==> src/hw/rtl/slm_pkg.sv <==
// ----------------------------------------------------------------------------
// slm_pkg
// Shared types and codes for the set membership lookup block.
// ----------------------------------------------------------------------------
package slm_pkg;

    localparam int unsigned FUNC_W  = 2;
    localparam int unsigned VALUE_W = 32;
    localparam int unsigned POS_W   = 31;
    localparam int unsigned OUT_W   = 40;

    localparam logic [FUNC_W-1:0]  FUNC_CLEAR = 2'd0;
    localparam logic [FUNC_W-1:0]  FUNC_LOAD  = 2'd1;
    localparam logic [FUNC_W-1:0]  FUNC_QUERY = 2'd2;

    localparam logic [VALUE_W-1:0] MISSING_CODE = 32'h8000_0000;

    typedef enum logic [1:0] {
        ST_IDLE,
        ST_SCAN,
        ST_EMIT
    } t_state;

    typedef struct packed {
        logic clear;
        logic load;
        logic query_start;
        logic scan_issue;
        logic emit;
    } t_cmd;

    typedef struct packed {
        logic scan_done;
        logic rd_pending;
        logic want_result;
        logic out_free;
        logic mode;
    } t_status;

endpackage

==> src/hw/rtl/slm_ctrl.sv <==
// ----------------------------------------------------------------------------
// slm_ctrl
// Sequencer: decodes commands, steps the table scan, hands off results.
// ----------------------------------------------------------------------------
module slm_ctrl (
    input  logic                i_clk,
    input  logic                i_rst_n,
    input  logic                i_in_valid,
    input  logic [1:0]          i_func,
    output logic                o_in_ready,
    input  slm_pkg::t_status    i_status,
    output slm_pkg::t_cmd       o_cmd
);
    import slm_pkg::*;

    t_state r_state;
    t_state n_state;
    logic   w_accept;

    assign w_accept = i_in_valid && (r_state == ST_IDLE);

    always_ff @(posedge i_clk) begin
        if (!i_rst_n) begin
            r_state <= ST_IDLE;
        end else begin
            r_state <= n_state;
        end
    end

    always_comb begin
        n_state = r_state;
        unique case (r_state)
            ST_IDLE: begin
                if (w_accept && (i_func == FUNC_QUERY)) begin
                    n_state = ST_SCAN;
                end
            end
            ST_SCAN: begin
                if (i_status.scan_done && !i_status.rd_pending) begin
                    n_state = ST_EMIT;
                end
            end
            ST_EMIT: begin
                if (!i_status.want_result || i_status.out_free) begin
                    n_state = ST_IDLE;
                end
            end
            default: n_state = ST_IDLE;
        endcase
    end

    always_comb begin
        o_cmd      = '0;
        o_in_ready = 1'b0;
        unique case (r_state)
            ST_IDLE: begin
                o_in_ready        = 1'b1;
                o_cmd.clear       = w_accept && (i_func == FUNC_CLEAR);
                o_cmd.load        = w_accept && (i_func == FUNC_LOAD);
                o_cmd.query_start = w_accept && (i_func == FUNC_QUERY);
            end
            ST_SCAN: begin
                o_cmd.scan_issue = !i_status.scan_done;
            end
            ST_EMIT: begin
                o_cmd.emit = i_status.want_result && i_status.out_free;
            end
            default: o_cmd = '0;
        endcase
    end

endmodule

==> config.mk <==
export PLATFORM = sky130hd
export DESIGN_NAME = slm_ctrl
export DESIGN_NICKNAME = d
export VERILOG_FILES = /design/src/hw/rtl/slm_pkg.sv /design/src/hw/rtl/slm_ctrl.sv
export SDC_FILE = /design/constraint.sdc
export NUM_CORES = 1
export LEC_CHECK = 0
export ABC_AREA = 1
export ABC_CLOCK_PERIOD_IN_PS = 900
export BUFFER_PORTS_ARGS = -buffer_cell sky130_fd_sc_hd__buf_2
export CORE_AREA = 2 2 39 41
export DETAILED_ROUTE_END_ITERATION = 10
export DIE_AREA = 0 0 41 43
export HOLD_SLACK_MARGIN = 0.1
export PLACE_DENSITY = 0.38
export RECOVER_POWER = 100
export SYNTH_ARGS = -nofsm -noshare
export SYNTH_HDL_FRONTEND = slang
export SYNTH_SLANG_ARGS = --single-unit
==> constraint.sdc <==
create_clock -name i_clk -period 0.9 [get_ports i_clk]
set_clock_uncertainty 0.1 [all_clocks]
set_input_delay 0.09 -clock i_clk [delete_from_list [all_inputs] [get_ports i_clk]]
set_output_delay 0.09 -clock i_clk [all_outputs]
set_load 0.03 [all_outputs]
==> summary.txt, run 1 <==
Status
  – Status: finished, violations left
  – Failing checks: negative setup slack

Critical path
  – CP max-delay cell: dfxtp_2
  – Crit-path cells: nor2_4 > buf_6 > nand3_4 > inv_4 > buf_6
  – Startpoint type of the worst setup path: flip-flop
  – Critical path data required time: 710 ps
  – CP delay by family, top: flip-flops
  – Crit end category: output port
  – Reg2Reg Depth: 5
  – R2R Path End: r_state[0]
  – Crit-path max cell delay: 320 ps
  – Reg2Reg Setup Slack: -170 ps
  – Launch point of the worst reg-to-reg path: r_state[1]
  – CP Data Arrival Time: between 1000 and 1500 ps
  – Crit path max fanout: 2
  – Buf/Inv on CP: 3
  – Kind of critical path: reg2out
  – CP most frequent cell: buf_6

Cells and area
  – Largest regs: r_state: 2 flops
  – Biggest register: r_state
  – Final Cell Area: just over 400 um2
  – Core Util, Final: about 30%
  – Final Non-Filler Cells: 66
  – ANT cells: 0
  – Layout cells sized above 1: roughly 70%
  – Max reg flops: 2
  – Nets: 62
  – Area Growth Syn to Fin: 164%

Clock tree
  – Latest clock arrival within the worst-skew pair: 220 ps
  – Htree depth: 1
  – Clock transition at path regs: 30 ps
  – CTS Buffer Depth: 2
  – Cts bufs inserted: 3
  – CTS Root Buffer Type: clkbuf_4
  – Sink Count: 2
  – TritonCTS clock tree: done

Power and ir drop
  – Clock power frac: around 44%
  – P_leak: 0.205 nW
  – NetSw: 129 uW
  – Share of total power in sequential cells: 22.5%
  – PD cells: 1080 nW/um2
  – Switching Share: 29.4%
  – VDD IR max: 340 uV
  – Combinational share of power: 33.1%
  – P_int: 311 uW

STA
  – Final Hold Viols: 0
  – Final setup fails: 8
  – Slew @ Worst Pin: between 150 and 200 ps
  – Setup slack after layout: -341 ps
  – Final Cycle Share: 138%
  – Maximum clock rate: between 800 and 900 MHz
  – RSZ-0062 raised after global routing: true
  – Period minus WS final: 1240 ps
  – Slew HR: roughly 87%
  – Max Slew Vio Count: 0

GRT
  – Largest net degree at the start of global routing: 5
  – Gr usage total: around 6.6%
  – Initial antenna violation count: 0
  – First-pass GRT wire length: 779 um
  – Gr ovfl total: 0
  – Vias in the first global route: 234

Routing
  – DRC viols: 0
  – Routed wire length per instance: 7.88 um
  – WL final: 520 um
  – Pre-Repair DR Iteration Count: 2
  – Drt first-iter violations: 1
  – Via density: between 3 and 4
  – Vias: 231
  – ANT nets after route: 0

Yosys
  – Synthesis Warnings: 0
  – Post-synthesis area per instance: 5.75 um2
  – Xor/xnor cell area share of the yosys netlist: 0%
  – Syn Std Cell Area: 155 um2
  – Share of the yosys chip area belonging to registers: 25.8%
  – Main combinational cell family by area after synthesis: simple AND/OR/NAND/NOR gates
  – Synth Area in Compound Gates: under 10%
  – Synth cell types: 10
  – Post-Synth Simple-Gate Area: between 50% and 60%
  – Syn Nets: 37
  – Post-synthesis cell count: 27
  – Mux share of post-synthesis cell area: 0%
  – Post-synthesis adder-cell area fraction: 0%
  – Synth Register Bits: 2

Floorplanning
  – I/O Pins: 16
  – Core ar.: between 1000 and 1500 um2
  – Die footprint: 1760 um2
  – Rows: 14
  – Chip Width: 41 um
  – Initial Util: between 10% and 20%
  – Die height: 43 um

Min path
  – Hold Crit Endpoint: r_state[1]
  – Hold Crit Class: in2reg
  – Hold path startpoint: i_status[1]
  – Hold path cells: 6

Placed design
  – RD Place Congestion: 0.667
  – Dpl cells: 60
  – Port Buf Inserts: 14
  – DP Area: about 310 um2

Job
  – Max-cap violations: 0
==> cell type report <==
cell class | instances | area (um2)
Timing Repair Buffer | 20 | 165
Multi-Input combinational cell | 19 | 134
Inverter | 6 | 25.0
Tap cell | 16 | 20.0
Sequential cell | 2 | 42.5
Clock buffer | 3 | 22.5
Fill cell | 160 | 975
==> synthesized netlist by cell type, drive strengths merged <==
library cell	count	area share, %
nand3	2	9.7
a21oi	1	3.2
nor3	1	6.5
dfxtp	2	26
inv	6	15
and3	1	4.8
nand2	7	17
nor2	7	19
==> kinds of logic (layout without fill, tap and decap cells) <==
group	count (synthesis)	in the layout
AND/OR/NAND/NOR	18	18
buffers and inverters	6	29
flip-flops	2	2
AO/OA/AOI/OAI	1	1
==> power groups by stage <==
| stage | logic [mW] | registers, mW | clock network, mW |
|---|---|---|---|
| 2_1_floorplan | 0.0611 | 0.0988 | 0 |
| 3_3_place_gp | 0.115 | 0.0995 | 0 |
| 3_5_place_dp | 0.116 | 0.0994 | 0 |
| 4_1_cts | 0.131 | 0.0989 | 0.213 |
| 5_1_grt | 0.156 | 0.0994 | 0.211 |
| 6_report | 0.146 | 0.0989 | 0.195 |
==> worst reg2reg max path: cells and delay by family (launching register included) <==
family	cells	cell delay, ps
buffers and inverters	2	270
AO/OA/AOI/OAI	1	100
flip-flops	1	320
AND/OR/NAND/NOR	2	210
==> worst max-delay path by stage <==
stage / from / end / slack [ps] / cells past startpoint
3_5_place_dp: r_state[1] / o_cmd[4] / -200 / 4
4_1_cts: r_state[0] / o_cmd[4] / -350 / 4
3_3_place_gp: r_state[1] / o_cmd[4] / -190 / 4
2_1_floorplan: r_state[1] / o_cmd[4] / -320 / 3
6_report: r_state[1] / o_cmd[2] / -340 / 5
5_1_grt: r_state[1] / o_cmd[2] / -380 / 5
==> metrics by stage <==
step / total power [mW] / setup TNS [ps] / hold slack [ps] / setup WS, ps
final: 0.440 / -1960 / 122 / -341
after global routing: 0.466 / -2330 / 171 / -385
after CTS: 0.442 / -1770 / 84.4 / -354
after detailed placement: 0.215 / -658 / 230 / -195
after global placement: 0.215 / -670 / 227 / -185
after floorplan: 0.160 / -783 / 114 / -316
==> repair_timing <==
| action | in CTS | in global routing |
|---|---|---|
| endpoints found under the hold margin | 2 | 0 |
| gates cloned | 0 | 0 |
| hold buffers | 1 | 0 |
| pin swaps | 3 | 2 |
| gates resized for setup | 12 | 3 |
| setup endpoints to repair | 8 | 8 |
| buffers inserted | 0 | 2 |
==> per-layer routing <==
metal / vias up / wire (um) / share of wire [%] / GRT usage, %
li1: 128 / - / - / -
met1: 97 / 193 / 37 / 7.67
met2: 6 / 303 / 58 / 9.38
met3: 0 / 23 / 4.4 / 1.57
met4: 0 / 0 / 0 / 6.00
met5: - / 0 / 0 / 0
==> cell usage in the layout, fill, tap and decap left out, drive strengths merged <==
cell type,netlist,layout
nand3,2,2
dlygate4sd3,0,1
nor3,1,1
buf,0,19
dfxtp,2,2
and3,1,1
nor2,7,7
inv,6,6
clkbuf,0,3
a21oi,1,1
nand2,7,7
Power figures use the tool's default switching activity.
==> run 2: changes to the inputs <==
--- a/config.mk
+++ b/config.mk
@@ -14,6 +14,7 @@
 export HOLD_SLACK_MARGIN = 0.1
 export PLACE_DENSITY = 0.38
 export RECOVER_POWER = 100
+export SKIP_CTS_REPAIR_TIMING = 1
 export SYNTH_ARGS = -nofsm -noshare
 export SYNTH_HDL_FRONTEND = slang
 export SYNTH_SLANG_ARGS = --single-unit
==> run 2 against run 1 <==
Against the previous run: hold slack is essentially flat; cell count grew 1.5%; clock power is essentially flat; the flow still finishes with violations (negative setup slack); routed wire length grew 17%; critical path depth is the same; register-to-register slack lost 40 ps; critical path type unchanged.
==> summary.txt, run 2 (same netlist as run 1, synthesis figures left out) <==
Status
  – Status: finished, violations left
  – Failing checks: negative setup slack

STA
  – Final Hold Viols: 0
  – Slew HR: 84.9%
  – Slew @ Worst Pin: 226 ps
  – RSZ-0062 raised after global routing: true
  – Period minus WS final: 1270 ps
  – Final setup fails: 8
  – Setup slack after layout: -375 ps
  – Final Cycle Share: 142%
  – Max Slew Vio Count: 0
  – Maximum clock rate: 784 MHz
  – Setup TNS: -2140 ps

Clock tree
  – Latest clock arrival within the worst-skew pair: 220 ps
  – CTS Root Buffer Type: clkbuf_4
  – Htree depth: 1
  – TritonCTS clock tree: done
  – CTS Buffer Depth: 2
  – Clock transition at path regs: approximately 30 ps
  – Cts bufs inserted: 3
  – Sink Count: 2

Cells and area
  – Area Growth Syn to Fin: 176%
  – Commonest non-fill, non-tap cell in the layout: buf_2
  – Biggest register: r_state
  – Largest regs: r_state: 2 flops
  – Layout cells sized above 1: between 70% and 80%
  – Final Non-Filler Cells: 67
  – Most frequent cells in the layout: buf_2 (8), buf_6 (7), nand2_1 (5), inv_1 (4), buf_4 (4)
  – Nets: 63
  – Max reg flops: 2
  – ANT cells: 0

Routing
  – Drt first-iter violations: 5
  – WL final: 607 um
  – Vias: 235
  – Pre-Repair DR Iteration Count: 3
  – DRC viols: 0
  – Via density: 3.51
  – ANT nets after route: 0
  – Routed wire length per instance: 9.06 um

Placed design
  – Port Buf Inserts: 14
  – Dpl cells: 60
  – RD Place Congestion: 0.667
  – Pre-CTS setup slack: -195 ps

Power and ir drop
  – Combinational share of power: between 30% and 40%
  – P_int: roughly 320 uW
  – NetSw: 133 uW
  – Switching Share: 29.6%
  – VDD IR max: 330 uV
  – PD cells: around 1100 nW/um2
  – Clock power frac: 43.4%
  – Share of total power in sequential cells: between 20% and 30%
  – P_leak: 0.213 nW

GRT
  – Gr usage total: 5.71%
  – Initial antenna violation count: 0
  – Largest net degree at the start of global routing: 5
  – Vias in the first global route: between 150 and 200
  – First-pass GRT wire length: 662 um
  – Gr ovfl total: 0

Critical path
  – Startpoint type of the worst setup path: flip-flop
  – Critical path data required time: around 700 ps
  – Reg2Reg Depth: 5
  – Kind of critical path: reg2out
  – Crit path max fanout: 3
  – Crit end category: output port
  – CP Data Arrival Time: 1080 ps

Floorplanning
  – I/O Pins: 16
  – Die footprint: 1760 um2
  – Core ar.: 1380 um2
  – Initial Util: 11.2%
  – Chip Width: 41 um
  – Rows: 14
  – Die height: roughly 43 um

Min path
  – Hold path cells: 6
  – Hold Crit Class: in2reg

Job
  – Max-cap violations: 0
==> run 2: cell types whose count changed in the layout (fill, tap and decap cells not counted), sizes merged <==
| cell | previous run | this run |
|---|---|---|
| buf | 19 | 20 |
==> run 2: power groups by stage <==
stage | Combinational, mW | Sequential [mW] | Clock (mW)
floorplan | 0.0611 | 0.0988 | 0
global route | 0.169 | 0.0972 | 0.211
detailed placement | 0.116 | 0.0994 | 0
finish | 0.157 | 0.0969 | 0.195
global placement | 0.115 | 0.0995 | 0
CTS | 0.116 | 0.0983 | 0.213
==> run 2: through the flow <==
step | utilization (%) | instance area [um2] | power [mW] | hold WS, ps
floorplan | - | 188 | 0.160 | 114
global placement | 22.6 | 313 | 0.215 | 227
detailed placement | 22.6 | 313 | 0.215 | 230
CTS | 24.2 | 335 | 0.427 | -10.2
global route | 30.9 | 428 | 0.477 | 170
finish | 30.9 | 428 | 0.450 | 122
==> run 2: worst paths after layout <==
check | start | endpoint | slack, ps
hold reg to reg | r_state[0] | r_state[1] | 520
hold / removal | i_status[1] | r_state[1] | 120
setup reg to reg | r_state[0] | r_state[0] | -210
setup / recovery | r_state[0] | o_cmd[2] | -370
==> run 2: worst max-delay path, cell delays in order, from the launching register on <==
cell	delay, ps
dfxtp_4	350
nor2_4	130
buf_6	120
nand3_4	80
inv_4	60
buf_6	120
==> run 2: final cells by class <==
type	instances	area, um2
multi-input combinational	19	136
inverter	6	25.0
fill	155	956
timing repair buffer	21	179
clock buffer	3	22.5
sequential	2	45.0
tap	16	20.0
==> run 2: per-layer routing <==
layer / global-route usage, % / part of all wire [%] / vias to the layer above
met3: 1.57 / 4.8 / 0
met1: 6.39 / 33 / 101
li1: - / - / 128
met5: 0 / 0 / -
met2: 7.81 / 62 / 6
met4: 6.00 / 0 / 0
==> run 3: changes to the inputs <==
--- a/config.mk
+++ b/config.mk
@@ -6,13 +6,13 @@
 export NUM_CORES = 1
 export LEC_CHECK = 0
 export ABC_AREA = 1
-export ABC_CLOCK_PERIOD_IN_PS = 900
+export ABC_CLOCK_PERIOD_IN_PS = 1450
 export BUFFER_PORTS_ARGS = -buffer_cell sky130_fd_sc_hd__buf_2
 export CORE_AREA = 2 2 39 41
 export DETAILED_ROUTE_END_ITERATION = 10
 export DIE_AREA = 0 0 41 43
 export HOLD_SLACK_MARGIN = 0.1
-export PLACE_DENSITY = 0.38
+export PLACE_DENSITY = 0.37
 export RECOVER_POWER = 100
 export SKIP_CTS_REPAIR_TIMING = 1
 export SYNTH_ARGS = -nofsm -noshare
==> constraint.sdc (replaced) <==
create_clock -name i_clk -period 1.45 [get_ports i_clk]
set_clock_uncertainty 0.1 [all_clocks]
set_input_delay 0.145 -clock i_clk [delete_from_list [all_inputs] [get_ports i_clk]]
set_output_delay 0.145 -clock i_clk [all_outputs]
set_load 0.03 [all_outputs]
==> run 3 against run 2 <==
Against the previous run: the flow now finishes without violations; critical path depth is 1 lower; non-clock buffer count fell by 6; total power is 47% lower; clock-buffer cell count stayed put; setup slack better by 460 ps; combinational power decreased by 64%; sequential power decreased by 38%; global-route usage increased by 0.29 points; cell count shrank 9.0%; register-to-register slack better by 720 ps; largest power group unchanged.
==> summary.txt, run 3 (same netlist as run 1, synthesis figures left out) <==
Status
  – Status: completed

Cells and area
  – Layout cells sized above 1: between 40% and 50%
  – Final Cell Area: ~290 um2
  – Max reg flops: 2
  – Most frequent cells in the layout: buf_2 (8), nand2_1 (7), inv_1 (6), nor2_1 (6), clkbuf_4 (4)
  – Commonest non-fill, non-tap cell in the layout: buf_2
  – ANT cells: 0
  – Biggest register: r_state
  – Area Growth Syn to Fin: 84.7%
  – Largest regs: r_state: 2 flops
  – Nets: 57

Routing
  – Routed wire length per instance: slightly below 7 um
  – Pre-Repair DR Iteration Count: 2
  – Drt first-iter violations: 1
  – Via density: 3.44
  – ANT nets after route: 0
  – DRC viols: 0
  – Vias: 210
  – WL final: 410 um

Clock tree
  – CTS Root Buffer Type: clkbuf_4
  – TritonCTS clock tree: done
  – CTS Buffer Depth: 2
  – Sink Count: 2
  – Latest clock arrival within the worst-skew pair: approximately 220 ps
  – Clock transition at path regs: approximately 30 ps
  – Htree depth: 1
  – Cts bufs inserted: 3

GRT
  – First-pass GRT wire length: 676 um
  – Gr ovfl total: 0
  – Vias in the first global route: 207
  – Largest net degree at the start of global routing: 5
  – Gr usage total: between 6 and 7%
  – Initial antenna violation count: 0

Min path
  – Hold path cells: 3
  – Hold Crit Class: in2reg

STA
  – Final setup fails: 0
  – RSZ-0062 raised after global routing: false
  – Maximum clock rate: 735 MHz
  – Slew HR: 76.2%
  – Setup TNS: 0 ps
  – Period minus WS final: 1360 ps
  – Slew @ Worst Pin: 358 ps
  – Max Slew Vio Count: 0
  – Final Hold Viols: 0
  – Final Cycle Share: approximately 94%

Critical path
  – Crit-path cells: inv_1 > nor2_1 > and3_2 > clkbuf_4
  – CP Data Arrival Time: 1120 ps
  – Critical path data required time: 1210 ps
  – Crit end category: output port
  – Critical Path Stages: 4
  – Startpoint type of the worst setup path: flip-flop
  – Buf/Inv on CP: 2
  – CP delay by family, top: flip-flops
  – Crit-path max cell delay: 360 ps
  – CP max-delay cell: dfxtp_1
  – Reg2Reg Depth: 6
  – Crit path max fanout: 3
  – Kind of critical path: reg2out

Placed design
  – DP Area: 245 um2
  – Hpwl dp: between 300 and 400 um
  – Port Buf Inserts: 14
  – RD Place Congestion: 0.693

Power and ir drop
  – PD cells: between 800 and 900 nW/um2
  – Overall power: 236 uW
  – P_leak: 0.168 nW
  – VDD IR max: ~160 uV

Floorplanning
  – Chip Width: 41 um
  – Initial Util: 11.2%
  – Rows: 14
  – Core ar.: 1380 um2
  – Die height: about 43 um
  – I/O Pins: 16
  – Die footprint: 1760 um2

Job
  – Max-cap violations: 0
run 3: worst paths after layout:
check | startpoint | end | slack [ps]
min reg2reg | r_state[0] | r_state[0] | 480
max reg2reg | r_state[1] | r_state[1] | 510
min | i_in_valid | r_state[0] | 110
max | r_state[1] | o_cmd[0] | 90
run 3: report_power, final:
part           switching (mW)  internal (mW)
Combinational          0.0337         0.0221
Clock                  0.0288         0.0910
Sequential            0.00269         0.0578
run 3: layer usage:
| metal | up-vias | wire length (um) | GRT usage, % |
|---|---|---|---|
| met5 | - | 0 | 0 |
| met4 | 0 | 0 | 6.00 |
| met3 | 0 | 30 | 3.14 |
| met2 | 5 | 225 | 8.44 |
| met1 | 89 | 155 | 5.73 |
| li1 | 116 | - | - |
run 3: cell type report:
class | instances | area [um2]
clock buffer | 3 | 22.5
fill | 168 | 1100
inverter | 6 | 22.5
multi-input combinational | 19 | 97.6
sequential | 2 | 40.0
tap | 16 | 20.0
timing repair buffer | 15 | 83.8
run 3: tightest hold or removal path, stage by stage:
cell     delay (ps)
buf_2           110
nand3_2          70
a21oi_1          50
run 3: through the flow:
stage	cells	utilization, %	setup WS [ps]	hold slack [ps]
6_report	61	20.7	88.9	106
4_1_cts	60	19.3	35.0	48.1
5_1_grt	61	20.7	3.60	119
2_1_floorplan	27	-	-30.2	177
3_5_place_dp	57	17.7	281	281
3_3_place_gp	57	17.7	309	282
